--- config.mk ---
export PLATFORM = sky130hd
export DESIGN_NAME = proportional_text_glyph_layout
export DESIGN_NICKNAME = d
export VERILOG_FILES = /design/src/rtl/core/ptgl_pkg.sv /design/src/rtl/core/proportional_text_glyph_layout.sv
export SDC_FILE = /design/constraint.sdc
export NUM_CORES = 2
export LEC_CHECK = 0
export ABC_AREA = 1
export BUFFER_PORTS_ARGS = -buffer_cell sky130_fd_sc_hd__buf_2
export CAP_MARGIN = 5
export CORE_AREA = 2 2 391 548
export DETAILED_ROUTE_END_ITERATION = 12
export DIE_AREA = 0 0 393 550
export SKIP_LAST_GASP = 1
export SYNTH_ARGS = -nofsm -noshare
export SYNTH_HDL_FRONTEND = slang
export SYNTH_SLANG_ARGS = --single-unit
--- constraint.sdc ---
create_clock -name clk -period 2.76 [get_ports clk]
set_input_delay 0.138 -clock clk [delete_from_list [all_inputs] [get_ports clk]]
set_output_delay 0.138 -clock clk [all_outputs]
set_load 0.02 [all_outputs]
--- src/rtl/core/ptgl_pkg.sv ---
package ptgl_pkg;

    localparam int LINE_STEP       = 16;
    localparam int MAX_GLYPH_WIDTH = 16;

    localparam int COORD_W = 16;
    localparam int CODE_W  = 8;
    localparam int WIDTH_W = 5;
    localparam int TABLE_DEPTH = 256;

    localparam logic [CODE_W-1:0] CODE_END        = 8'hff;
    localparam logic [CODE_W-1:0] CODE_NEWLINE    = 8'hfe;
    localparam logic [CODE_W-1:0] CODE_CTRL_FIRST = 8'hf7;

    typedef enum logic [1:0] {
        MODE_TEXT   = 2'd0,
        MODE_RESUME = 2'd1,
        MODE_WIDTH  = 2'd2,
        MODE_START  = 2'd3
    } mode_t;

    typedef enum logic [2:0] {
        ST_RUNNING = 3'd0,
        ST_DONE    = 3'd1,
        ST_WAIT    = 3'd2,
        ST_ERROR   = 3'd3,
        ST_TRUNC   = 3'd4
    } status_t;

    typedef enum logic {
        REG_ORIGIN_X = 1'b0,
        REG_ORIGIN_Y = 1'b1
    } reg_index_t;

endpackage

--- src/rtl/core/proportional_text_glyph_layout.sv ---
// Proportional text glyph layout. Each input transfer carries one command
// (text byte, resume, width table write or dialogue start) and produces exactly
// one result transfer holding the status after that command and, for a printable
// byte, the glyph's position and width. The block takes one item per clock
// cycle while the result channel is not stalled; each item passes through the
// stage 1 register and then the result register. The input transfer edge itself
// performs the registered read of the 256 x 8 width memory (read and written at
// input transfer time, so a width write is seen by the very next byte), and the
// layout decision is loaded into the result register and the pen updated as the
// item leaves stage 1. A stalled result register is backed by the one stage in
// front of it, so input keeps flowing until both are full. The width memory is
// not cleared by reset: every glyph index used must have its width written first.
// origin_x and origin_y are written through the configuration port; the user
// must write them only while the block is idle, which the block does not enforce.
module proportional_text_glyph_layout (
    input  logic                                  clk,
    input  logic                                  rst_n,
    // configuration
    input  logic                                  cfg_write,
    input  logic                                  cfg_index,
    input  logic [ptgl_pkg::COORD_W-1:0]          cfg_data,
    // input channel
    input  logic                                  in_valid,
    output logic                                  in_ready,
    input  logic [1:0]                            mode,
    input  logic [ptgl_pkg::CODE_W-1:0]           code,
    input  logic [7:0]                            width_value,
    input  logic                                  last_byte,
    // result channel
    output logic                                  out_valid,
    input  logic                                  out_ready,
    output logic [2:0]                            status,
    output logic                                  glyph_valid,
    output logic [ptgl_pkg::CODE_W-1:0]           glyph_code,
    output logic signed [ptgl_pkg::COORD_W-1:0]   glyph_x,
    output logic signed [ptgl_pkg::COORD_W-1:0]   glyph_y,
    output logic [ptgl_pkg::WIDTH_W-1:0]          glyph_width,
    output logic [ptgl_pkg::CODE_W-1:0]           control_code
);

    localparam int CW = ptgl_pkg::COORD_W;

    // configuration registers
    logic signed [CW-1:0] origin_x_reg;
    logic signed [CW-1:0] origin_y_reg;

    // layout state
    ptgl_pkg::status_t    run_status_reg, run_status_next;
    logic signed [CW-1:0] pen_x_reg, pen_x_next;
    logic signed [CW-1:0] pen_y_reg, pen_y_next;
    logic [7:0]           held_control_reg, held_control_next;
    logic                 end_after_resume_reg, end_after_resume_next;

    // stage 1: captured item and width memory read
    logic                 s1_valid_reg;
    ptgl_pkg::mode_t      s1_mode_reg;
    logic [7:0]           s1_code_reg;
    logic                 s1_last_reg;
    logic [7:0]           s1_width_reg;

    logic [7:0] width_mem [ptgl_pkg::TABLE_DEPTH];

    // result register
    logic                 out_valid_reg;
    ptgl_pkg::status_t    status_reg, status_next;
    logic                 glyph_valid_reg, glyph_valid_next;
    logic [7:0]           glyph_code_reg, glyph_code_next;
    logic signed [CW-1:0] glyph_x_reg, glyph_x_next;
    logic signed [CW-1:0] glyph_y_reg, glyph_y_next;
    logic [4:0]           glyph_width_reg, glyph_width_next;
    logic [7:0]           control_code_reg, control_code_next;

    logic in_fire;
    logic s1_move;
    logic out_free;

    assign out_free = !out_valid_reg || out_ready;
    assign s1_move  = s1_valid_reg && out_free;
    assign in_ready = !s1_valid_reg || s1_move;
    assign in_fire  = in_valid && in_ready;

    // configuration writes
    always_ff @(posedge clk or negedge rst_n)
    begin
        if (!rst_n)
        begin
            origin_x_reg <= '0;
            origin_y_reg <= '0;
        end
        else if (cfg_write)
        begin
            unique case (ptgl_pkg::reg_index_t'(cfg_index))
                ptgl_pkg::REG_ORIGIN_X: origin_x_reg <= cfg_data;
                ptgl_pkg::REG_ORIGIN_Y: origin_y_reg <= cfg_data;
                default: ;
            endcase
        end
    end

    // width memory: write and registered read at input transfer
    always_ff @(posedge clk)
    begin
        if (in_fire && (ptgl_pkg::mode_t'(mode) == ptgl_pkg::MODE_WIDTH))
        begin
            width_mem[code] <= width_value;
        end
    end

    always_ff @(posedge clk)
    begin
        if (in_fire)
        begin
            s1_width_reg <= width_mem[code];
            s1_mode_reg  <= ptgl_pkg::mode_t'(mode);
            s1_code_reg  <= code;
            s1_last_reg  <= last_byte;
        end
    end

    always_ff @(posedge clk or negedge rst_n)
    begin
        if (!rst_n)
        begin
            s1_valid_reg <= 1'b0;
        end
        else if (in_fire)
        begin
            s1_valid_reg <= 1'b1;
        end
        else if (s1_move)
        begin
            s1_valid_reg <= 1'b0;
        end
    end

    // stage 2: layout decision
    logic signed [CW:0] x_sum;
    logic signed [CW:0] y_sum;
    logic               x_over;
    logic               y_over;
    logic               width_bad;

    // widened sums: overflow when the 17-bit signed result exceeds the signed 16-bit maximum
    assign x_sum  = {pen_x_reg[CW-1], pen_x_reg} + (CW+1)'({1'b0, s1_width_reg});
    assign y_sum  = {pen_y_reg[CW-1], pen_y_reg} + (CW+1)'(ptgl_pkg::LINE_STEP);
    assign x_over = !x_sum[CW] && x_sum[CW-1];
    assign y_over = !y_sum[CW] && y_sum[CW-1];
    assign width_bad = (s1_width_reg == 8'd0)
                    || (s1_width_reg > 8'(ptgl_pkg::MAX_GLYPH_WIDTH));

    always_comb
    begin
        run_status_next       = run_status_reg;
        pen_x_next            = pen_x_reg;
        pen_y_next            = pen_y_reg;
        held_control_next     = held_control_reg;
        end_after_resume_next = end_after_resume_reg;
        glyph_valid_next      = 1'b0;
        glyph_code_next       = '0;
        glyph_x_next          = '0;
        glyph_y_next          = '0;
        glyph_width_next      = '0;

        unique case (s1_mode_reg)
            ptgl_pkg::MODE_START:
            begin
                pen_x_next            = origin_x_reg;
                pen_y_next            = origin_y_reg;
                held_control_next     = '0;
                end_after_resume_next = 1'b0;
                run_status_next       = ptgl_pkg::ST_RUNNING;
            end
            ptgl_pkg::MODE_WIDTH: ;
            ptgl_pkg::MODE_RESUME:
            begin
                if (run_status_reg == ptgl_pkg::ST_WAIT)
                begin
                    held_control_next     = '0;
                    end_after_resume_next = 1'b0;
                    run_status_next       = end_after_resume_reg ? ptgl_pkg::ST_TRUNC
                                                                 : ptgl_pkg::ST_RUNNING;
                end
            end
            ptgl_pkg::MODE_TEXT:
            begin
                if (run_status_reg == ptgl_pkg::ST_RUNNING)
                begin
                    if (s1_code_reg == ptgl_pkg::CODE_END)
                    begin
                        run_status_next = ptgl_pkg::ST_DONE;
                    end
                    else if (s1_code_reg == ptgl_pkg::CODE_NEWLINE)
                    begin
                        if (y_over)
                        begin
                            run_status_next = ptgl_pkg::ST_ERROR;
                        end
                        else
                        begin
                            pen_y_next = y_sum[CW-1:0];
                            pen_x_next = origin_x_reg;
                            if (s1_last_reg)
                            begin
                                run_status_next = ptgl_pkg::ST_TRUNC;
                            end
                        end
                    end
                    else if (s1_code_reg >= ptgl_pkg::CODE_CTRL_FIRST)
                    begin
                        held_control_next     = s1_code_reg;
                        end_after_resume_next = s1_last_reg;
                        run_status_next       = ptgl_pkg::ST_WAIT;
                    end
                    else if (width_bad || x_over)
                    begin
                        run_status_next = ptgl_pkg::ST_ERROR;
                    end
                    else
                    begin
                        glyph_valid_next = 1'b1;
                        glyph_code_next  = s1_code_reg;
                        glyph_x_next     = pen_x_reg;
                        glyph_y_next     = pen_y_reg;
                        glyph_width_next = s1_width_reg[4:0];
                        pen_x_next       = x_sum[CW-1:0];
                        if (s1_last_reg)
                        begin
                            run_status_next = ptgl_pkg::ST_TRUNC;
                        end
                    end
                end
            end
            default: ;
        endcase

        status_next       = run_status_next;
        control_code_next = (run_status_next == ptgl_pkg::ST_WAIT) ? held_control_next
                                                                    : 8'd0;
    end

    // advance state as the item leaves stage 1
    always_ff @(posedge clk or negedge rst_n)
    begin
        if (!rst_n)
        begin
            run_status_reg       <= ptgl_pkg::ST_RUNNING;
            pen_x_reg            <= '0;
            pen_y_reg            <= '0;
            held_control_reg     <= '0;
            end_after_resume_reg <= 1'b0;
        end
        else if (s1_move)
        begin
            run_status_reg       <= run_status_next;
            pen_x_reg            <= pen_x_next;
            pen_y_reg            <= pen_y_next;
            held_control_reg     <= held_control_next;
            end_after_resume_reg <= end_after_resume_next;
        end
    end

    // result register: load on advance, hold while the sink stalls
    always_ff @(posedge clk or negedge rst_n)
    begin
        if (!rst_n)
        begin
            out_valid_reg <= 1'b0;
        end
        else if (s1_move)
        begin
            out_valid_reg <= 1'b1;
        end
        else if (out_ready)
        begin
            out_valid_reg <= 1'b0;
        end
    end

    always_ff @(posedge clk)
    begin
        if (s1_move)
        begin
            status_reg       <= status_next;
            glyph_valid_reg  <= glyph_valid_next;
            glyph_code_reg   <= glyph_code_next;
            glyph_x_reg      <= glyph_x_next;
            glyph_y_reg      <= glyph_y_next;
            glyph_width_reg  <= glyph_width_next;
            control_code_reg <= control_code_next;
        end
    end

    assign out_valid    = out_valid_reg;
    assign status       = status_reg;
    assign glyph_valid  = glyph_valid_reg;
    assign glyph_code   = glyph_code_reg;
    assign glyph_x      = glyph_x_reg;
    assign glyph_y      = glyph_y_reg;
    assign glyph_width  = glyph_width_reg;
    assign control_code = control_code_reg;

endmodule

==> results.cfg <==
[finish]
largest_register = width_mem
nNetsFinal = 6465
drive_gt1_share_pct = 18.6
largest_reg_flops = 2048
utilization_pct = 47.7
syn_to_final_growth_pct = 19.8

[yosys]
seq_area_frac_synth_pct = 78.0
synth_top_area_share_pct = 75.7
synth-seq-cells = 2202
synth_area_mm2 = 0.0842
synthArstFlopShare_pct = 3.54
synth_top_area_cell = edfxtp_1
synth_common_cells = edfxtp_1, a22oi_1, nand2_1, nor2_1, a21oi_1
yosysWarnings = 0
synth.most_common_cell = edfxtp_1
yosysUniqueCellTypes = 46
synth_cells = 5646
synth_edf_count = 2124
syn_avg_cell_area_um2 = 14.9
syn-num-nets = 5697
synthFlopType = edfxtp_1
synth_area_leaders = edfxtp_1, a22oi_1, nand2_1

[critical_path]
crit_fanout = 5
crit_start = s1_width_reg[1]
critPathLaunchType = flop
cp.arrival_ps = 3330
worstReg2RegEnd = control_code[0]
critical_path_class = flop to flop
path_cells = inv_2, fa_1, o21ai_2, nand3_1, nand2_1, nand3_1, inv_1, nand2_1, nand2_4, nand2_1, nand4_1, nand2_1, nand2_2, nand2_4, nor3_2
cp_slowest_cell = edfxtp_1
cp_common_cell = nand2_1
crit_end = control_code[0]
crit_cells = 15
reg2regPathDepth = 15
ff2ff_setup_slack_ps = 80
critPathRequiredTime_ps = 3410
slowest_delay_ps = 550
path_delay_family = simple AND/OR/NAND/NOR gates
crit_buf_inv = 2
timing.rr.start = s1_width_reg[1]
crit_path_end_kind = flop

[floorplanning]
die_h_um = 550
placementRows = 200
coreArea_mm2 = 0.211
start_util_pct = 39.8
die-area_mm2 = 0.216
die_width_um = 393
ios = 100

[timing]
finalSetupViolCount = 0
worst_pin_slew_ps = 1050
hold_viol = 0
slew_headroom_pct = 29.5
slew_viol_final = 0
fin_skew_ps = 55.3
fmax_mhz = 373
finalCritPeriodShare_pct = 97.2
fin_crit_ps = 2680
rsz0062_at_grt = true

[detailed_routing]
drc = 0
drt_iter0_markers = 5749
drt-pass1-iter-count = 7
vias = 52700
wl_per_cell_um = 26.4
wirelength_um = 248000
vias_per_cell = 5.61
antenna_left = 0

[min_path]
min_path_cells = 2
min_path_type = primary input to flop

[cts]
tritoncts = built
cts_buffer_depth = 4
clock_latency_ps = 860
root_buffer = clkbuf_16
path_clk_slew_ps = 70
cts.htree.levels = 4
numCtsBuffers = 201
clock_sinks = 2202

[grt]
antenna_found_initial = 2
grt_pass1_vias = 52700
grt_max_degree = 104
grt_pass1_wl_um = 358000
gr-usage-all-layers_pct = 22.5
grt_overflow = 0

[run_status]
outcome = complete, no violations

[power]
p_leak_uw = 0.0349
total_power_uw = 71000
p_per_area_mw_per_mm2 = 704
ir_worst_vdd_uv = 516

[flow_run]
cap_violations = 0

[placement]
post-dp-hpwl_um = 163000
portBuffers = 99
gp_congestion = 0.931
[cells by family (layout without fill, tap and decap cells)]
kind of cell	count (synthesis)	in the layout	synth area share, %
fa+ha+maj	10	10	0.157
xor+xnor	12	12	0.125
flops	2202	2202	78.0
compound gates	1546	1546	12.5
buf+inv	486	1405	2.53
other cells	0	3	0
simple gates	1384	1385	6.55
mux	6	6	0.0713
[worst min path at each step]
stage              start                    to  slack [ps]
6_report       last_byte           s1_last_reg         100
2_1_floorplan      rst_n  end_after_resume_reg        -160
5_1_grt        last_byte           s1_last_reg          90
3_3_place_gp       rst_n         pen_y_reg[10]         160
4_1_cts        last_byte           s1_last_reg          50
3_5_place_dp       rst_n         pen_y_reg[10]         160
[metal layers]
layer	track usage [%]	vias up	part of all wire [%]
li1	-	23200	-
met1	27.1	26700	37
met2	39.6	2291	51
met3	2.91	500	6.4
met4	11.1	0	5.4
met5	0	-	0
[through the flow]
step / setup slack [ps] / area, um^2 / std cells / setup TNS [ps] / hold WS [ps]
floorplan: -106 / 84300 / 5646 / -46700 / -158
global placement: -602 / 93900 / 8990 / -6060 / 156
detailed placement: -498 / 93900 / 8990 / -8750 / 162
CTS: 21.4 / 101000 / 9392 / 0 / 51.1
global route: -70.2 / 101000 / 9395 / -412 / 92.4
finish: 78.1 / 101000 / 9397 / 0 / 101
[where the power goes]
part / switching (uW) / leakage (uW) / internal (uW)
sequential: 363 / 0.0201 / 37100
combinational: 4030 / 0.0117 / 2060
clock: 12000 / 0.00310 / 15500
[placed cells by master, fill, tap and decap left out, drive strengths merged, types with 2 or more instances in the layout]
cell         count
xnor2            3
a211oi           2
o211ai           6
xor2             9
a31oi            6
clkbuf         250
nand2          769
nor2           441
dfrtp           78
a22oi         1020
buf            846
o21ai          123
a221oi           3
inv            150
clkinvlp         2
a21oi          287
ha               9
mux2i            6
o31ai           35
nor4             3
nor3            74
diode            3
dlygate4sd3     45
a21o            29
o22ai           21
edfxtp        2124
or2             34
nand4           17
clkinv          89
a21boi          10
nand3           45
bufinv          23
[what timing repair did]
item,CTS,global route
endpoints found under the setup margin,10,23
hold buffers,46,0
pin swaps,0,7
endpoints found under the hold margin,462,0
buffers inserted,1,1
gates resized for setup,6,26
gates cloned,0,2
[final cells by class]
type                       instances  area, um^2
fill                           18000      111000
timing repair buffer             899        8030
tap                             2828        3540
multi-input combinational       2959       16600
inverter                         151         587
antenna                            3        7.51
clock inverter                   113        1140
sequential                      2202       65700
clock buffer                     242        5180
Note: power is estimated with default switching activity, not from simulation.
